**config.mk**
```make
export PLATFORM = sky130hd
export DESIGN_NAME = fwrl_cell
export DESIGN_NICKNAME = d
export VERILOG_FILES = /design/src/sv/fwrl_pkg.sv /design/src/sv/fwrl_cell.sv
export SDC_FILE = /design/constraint.sdc
export NUM_CORES = 1
export LEC_CHECK = 0
export BUFFER_PORTS_ARGS = -buffer_cell sky130_fd_sc_hd__buf_2
export CORE_ASPECT_RATIO = 0.5
export CORE_MARGIN = 1.5
export CORE_UTILIZATION = 50
export DETAILED_ROUTE_END_ITERATION = 8
export GPL_TIMING_DRIVEN = 0
export MAX_ROUTING_LAYER = met4
export PLACE_DENSITY = 0.8
export SYNTH_ARGS = -nofsm -noshare
export SYNTH_HDL_FRONTEND = slang
export SYNTH_SLANG_ARGS = --single-unit
```
**constraint.sdc**
```tcl
create_clock -name clk -period 6.5 [get_ports clk]
set_input_delay 0.325 -clock clk [delete_from_list [all_inputs] [get_ports clk]]
set_output_delay 0.325 -clock clk [all_outputs]
set_load 0.01 [all_outputs]
```
**src/sv/fwrl_pkg.sv**
```systemverilog
// ----------------------------------------------------------------------------
// fwrl_pkg
// Shared codes and the request token that walks the cell chain.
// ----------------------------------------------------------------------------
package fwrl_pkg;

    localparam logic [2:0] REQ_SET   = 3'd0;
    localparam logic [2:0] REQ_CHECK = 3'd1;
    localparam logic [2:0] REQ_QUERY = 3'd2;
    localparam logic [2:0] REQ_RESET = 3'd3;
    localparam logic [2:0] REQ_CLEAR = 3'd4;

    localparam int FLOW_KEY_W = 16;
    localparam int LIMIT_W    = 16;
    localparam int TIME_W     = 32;
    localparam int REM_W      = 17;
    localparam int WIN_W      = 16;

    localparam logic [LIMIT_W-1:0] COUNT_MAX = '1;

    // one request as it passes from cell to cell
    typedef struct packed {
        logic                    valid;
        logic [2:0]              req;
        logic                    kind;
        logic [FLOW_KEY_W-1:0]   key;
        logic [LIMIT_W-1:0]      lim;
        logic [TIME_W-1:0]       now;
        logic                    succ;
        logic                    found;
        logic signed [REM_W-1:0] rem;
    } token_t;

endpackage

```
**src/sv/fwrl_cell.sv**
```systemverilog
// ----------------------------------------------------------------------------
// fwrl_cell
// One table entry. Acts on the passing token and hands it to the next cell.
// ----------------------------------------------------------------------------
module fwrl_cell #(
    parameter int IDX    = 0,
    parameter int KW     = 16,
    parameter int USED_W = 8
) (
    input  logic                              clk,
    input  logic                              rst_n,
    input  logic [USED_W-1:0]                 used,
    input  logic [fwrl_pkg::WIN_W-1:0]        window_length,
    input  fwrl_pkg::token_t                  tok_in,
    output fwrl_pkg::token_t                  tok_out
);

    localparam logic [USED_W-1:0] MY_IDX = USED_W'(IDX);

    logic [KW-1:0]                    key_reg;
    logic                             kind_reg;
    logic [fwrl_pkg::LIMIT_W-1:0]     limit_reg;
    logic [fwrl_pkg::LIMIT_W-1:0]     count_reg;
    logic [fwrl_pkg::TIME_W-1:0]      start_reg;
    fwrl_pkg::token_t                 tok_reg;
    fwrl_pkg::token_t                 tok_next;

    logic                             live;
    logic                             match;
    logic                             expired;
    logic [fwrl_pkg::LIMIT_W-1:0]     cnt_eff;
    logic                             deny;

    // match and window status
    always_comb
    begin
        live    = MY_IDX < used;
        match   = tok_in.valid && live && (kind_reg == tok_in.kind)
                  && (key_reg == tok_in.key[KW-1:0]);
        expired = (tok_in.now - start_reg) >= {16'd0, window_length};
        cnt_eff = expired ? '0 : count_reg;
        deny    = (limit_reg != '0) && (cnt_eff >= limit_reg);
    end

    // token update
    always_comb
    begin
        tok_next = tok_in;
        if (match)
        begin
            case (tok_in.req)
                fwrl_pkg::REQ_SET:
                begin
                    tok_next.succ  = 1'b1;
                    tok_next.found = 1'b1;
                end
                fwrl_pkg::REQ_CHECK:
                begin
                    tok_next.found = 1'b1;
                    tok_next.succ  = !deny;
                end
                fwrl_pkg::REQ_QUERY:
                begin
                    tok_next.found = 1'b1;
                    tok_next.rem   = expired ? $signed({1'b0, limit_reg})
                                   : $signed({1'b0, limit_reg}) - $signed({1'b0, count_reg});
                end
                default:
                begin
                end
            endcase
        end
        else if (tok_in.valid && tok_in.req == fwrl_pkg::REQ_SET && !tok_in.found
                 && MY_IDX == used)
        begin
            tok_next.succ = 1'b1;
        end
    end

    // entry storage
    always_ff @(posedge clk)
    begin
        if (match)
        begin
            case (tok_in.req)
                fwrl_pkg::REQ_SET:
                begin
                    limit_reg <= tok_in.lim;
                end
                fwrl_pkg::REQ_CHECK:
                begin
                    if (expired)
                    begin
                        start_reg <= tok_in.now;
                    end
                    if (!deny && cnt_eff != fwrl_pkg::COUNT_MAX)
                    begin
                        count_reg <= cnt_eff + 1'b1;
                    end
                    else
                    begin
                        count_reg <= cnt_eff;
                    end
                end
                default:
                begin
                end
            endcase
        end
        else if (tok_in.valid && tok_in.req == fwrl_pkg::REQ_SET && !tok_in.found
                 && MY_IDX == used)
        begin
            key_reg   <= tok_in.key[KW-1:0];
            kind_reg  <= tok_in.kind;
            limit_reg <= tok_in.lim;
            count_reg <= '0;
            start_reg <= tok_in.now;
        end
        if (tok_in.valid && live && tok_in.req == fwrl_pkg::REQ_RESET)
        begin
            count_reg <= '0;
            start_reg <= tok_in.now;
        end
    end

    // hand token on
    always_ff @(posedge clk or negedge rst_n)
    begin
        if (!rst_n)
        begin
            tok_reg <= '0;
        end
        else
        begin
            tok_reg <= tok_next;
        end
    end

    assign tok_out = tok_reg;

endmodule

```
==> results.py <==
metrics = {
    "run_status": {
        "status": "finished clean",
    },
    "worst_setup_path": {
        "cells_on_worst_reg2reg_path": 31,
        "data_required_time_at_the_worst_endpoint_ps": 6790,
        "crit_slowest_cell": "edfxtp_1",
        "critPathArrivalTime_ps": 6650,
        "timing.critical_path.slowest_cell_delay_ps": 400,
        "worstSetupStartpointType": "flip-flop",
        "crit_path_max_fanout": 6,
        "cp-end-kind": "flip-flop",
        "worst-setup-path-type": "reg2reg",
    },
    "grt": {
        "first_pass_grt_wire_length_microns": 40500,
        "grt_use_met3": 0.0452,
        "grtUsageMet1": 0.357,
        "first_global_vias": 8001,
        "global_route.usage.total": 0.269,
        "pin_count_of_the_biggest_net_entering_global_routing": 56,
        "grt_util_met2": 0.425,
        "grt_overflow": 0,
        "globalRoute.busiestLayer": "met2",
        "antenna_found_initial": 1,
    },
    "yosys": {
        "synthDistinctLibCells": 79,
        "number_of_register_bits_inferred_by_synthesis": 169,
        "synthesized_area_fraction_occupied_by_ao_oa_aoi_and_oai_cells": 0.161,
        "ys_seq_area_frac": 0.468,
        "synth_ff_type": "dfrtp_1",
        "share_of_the_synthesized_netlist_area_taken_by_xor_and_xnor_gates": 0.0485,
        "portion_of_netlist_area_occupied_by_mux_cells": 0.00458,
        "synth-edff-count": 65,
        "net_count_synth": 1131,
        "postSynth.asyncResetShare": 0.521,
        "yosys_warnings": 0,
        "synth_area_sq_mm": 0.00956,
        "post_synthesis_simple_gate_area_fraction": 0.160,
        "post_synth_inst_count": 935,
        "avgSynthCellArea_sq_um": 10.2,
        "synth_adder_area_share": 0.109,
        "synth_top_family_by_area": "compound AO/OA/AOI/OAI gates",
    },
    "floorplanning": {
        "die_x_microns": 199,
        "chipHeight_microns": 101,
        "fp.dieArea_sq_mm": 0.0200,
        "core-area_sq_mm": 0.0186,
        "number_of_placed_i_o_pins": 202,
        "initial_core_util": 0.515,
        "placement_rows": 35,
    },
    "detailed_routing": {
        "drt_pass1_iterations": 5,
        "wl_per_cell_microns": 17.6,
        "final_antenna_violating_net_count": 0,
        "via_count_of_the_routed_design": 8191,
        "post_drt_via_cell_ratio": 5.61,
        "drt_drc_violations_left": 0,
        "drt_iter0_drc": 513,
        "wl_microns": 25800,
    },
    "timing": {
        "final.setup.tns_ps": 0,
        "clock.fmax_mhz": 157,
        "post-route-min-period_ps": 6360,
        "worst-slew-pin-transition_ps": 965,
        "clock_skew_ps": 14.0,
        "maxSlewViolCount": 0,
        "hold_slack_ps": 14.3,
        "final_setup_vio_count": 0,
        "post-route-worst-setup-slack_ps": 141,
        "finalCritPeriodShare": 0.978,
        "slew_headroom": 0.351,
        "rsz0062_at_grt": "true",
        "final-hold-violation-count": 0,
    },
    "place": {
        "dpl.hpwl_microns": 19500,
        "io_buffer_count": 201,
        "place_worst_setup_slack_ps": -1070,
        "gp_congestion": 0.902,
    },
    "clock_tree": {
        "clk_root_buffer_cell": "clkbuf_16",
        "clock_sinks": 169,
        "cts_tree": "built",
        "clock_insertion_delay_worst_skew_ps": 430,
        "cts_max_path_buffers": 2,
        "numCtsBuffers": 17,
        "clock_tree.htree_level_count": 4,
        "worst_setup_hold_path_clk_slew_ps": 70,
    },
    "finish": {
        "post_route_cells_drive_above_1_share": 0.281,
        "commonest_non_fill_non_tap_cell_in_the_layout": "buf_2",
        "nNetsFinal": 1383,
        "layout_common_cells": "buf_2 (211), inv_1 (93), dfrtp_1 (88), ha_1 (78), edfxtp_1 (65)",
        "largest_register_ffs": 88,
        "syn2layout_area_growth_pct": 26.5,
    },
    "power_and_ir_drop": {
        "pwr_density_cell_mw_per_mm2": 212,
        "irDropWorstVdd_uv": 190,
        "power_leakage_nw": 5.33,
    },
    "min_path": {
        "hold_path.class": "in2reg",
        "min_delay_path_depth": 1,
    },
    "flow_run": {
        "cap_viol_max_count": 0,
    },
}
==> through the flow <==
step                total power (W)  area [sq um]   util  instances
global placement            0.00155         10900  0.587       1395
detailed placement          0.00157         11000  0.592       1399
CTS                         0.00257         11800  0.636       1447
global route                0.00268         12100  0.651       1460
floorplan                   0.00141          9560      -        935
finish                      0.00257         12100  0.651       1460
==> cells by family (layout without fill, tap and decap cells) <==
group	count (synthesis)	in the layout
compound gates	221	221
xor+xnor	53	53
fa+ha+maj	82	82
buf+inv	122	387
flops	169	169
mux	3	3
other cells	0	1
simple gates	285	285
==> area by class of cell <==
cell class / instances / area (sq um)
multi-input cells: 644 / 4910
clock inverters: 13 / 143
inverters: 95 / 357
flip-flops and latches: 169 / 4470
plain buffers: 27 / 138
well taps: 259 / 324
diodes: 1 / 2.50
fillers: 1512 / 6470
repair buffers: 233 / 1320
clock buffers: 19 / 433
==> worst max-delay path: cells and delay by family, from the launching register on <==
kind / cells / cell delay (ps)
AO/OA/AOI/OAI: 14 / 2640
AND/OR/NAND/NOR: 8 / 1510
adder cells (fa/ha/maj): 3 / 770
buffers and inverters: 5 / 720
flip-flops: 1 / 400
XOR/XNOR: 1 / 150
==> synthesized netlist by cell type (8+ instances only) <==
| master | count | area (sq um) |
|---|---|---|
| a21oi_1 | 44 | 220 |
| nor2b_1 | 10 | 62.6 |
| a31oi_1 | 10 | 62.6 |
| edfxtp_1 | 65 | 1950 |
| o2111ai_1 | 8 | 70.1 |
| nand3_1 | 33 | 165 |
| dfrtp_1 | 88 | 2200 |
| ha_1 | 80 | 1000 |
| a21o_1 | 16 | 120 |
| o21ai_0 | 37 | 185 |
| o211ai_1 | 26 | 195 |
| nand4_1 | 23 | 144 |
| dfxtp_1 | 16 | 320 |
| nor3_1 | 37 | 185 |
| nor2_1 | 40 | 150 |
| inv_1 | 94 | 353 |
| buf_2 | 11 | 55.1 |
| nand2b_1 | 11 | 68.8 |
| o21a_1 | 14 | 105 |
| nor4_1 | 21 | 131 |
| clkbuf_1 | 16 | 60.1 |
| xor2_1 | 20 | 175 |
| nand2_1 | 62 | 233 |
| xnor2_1 | 33 | 289 |
==> report_power, final <==
group	switching, W	internal, W	leakage [nW]
Clock	0.000462	0.000540	0.276
Combinational	0.000240	0.000171	3.31
Sequential	0.0000126	0.00114	1.74
==> per-layer routing <==
metal | wire length, microns | vias up | share of wire
li1 | - | 3939 | -
met1 | 11600 | 3926 | 0.45
met2 | 12000 | 281 | 0.46
met3 | 1660 | 45 | 0.064
met4 | 546 | 0 | 0.021
met5 | 0 | - | 0
==> worst paths after layout <==
check	from	endpoint	slack, ps
hold / removal	tok_in[53]	tok_out[53]	10
hold reg to reg	count_reg[10]	count_reg[10]	530
setup reg to reg	start_reg[1]	count_reg[11]	140
min in group asynchronous	rst_n	tok_out[25]	400
max in group asynchronous	rst_n	tok_out[87]	5450
setup / recovery	start_reg[1]	count_reg[11]	140
==> repair_timing <==
item,in CTS,in global routing
pin swaps,24,38
resized for setup,35,37
endpoints found under the setup margin,17,16
hold buffers,1,2
gates cloned,1,0
setup buffers,14,10
endpoints found under the hold margin,33,2
No activity file was read; power rests on OpenSTA's default activity.
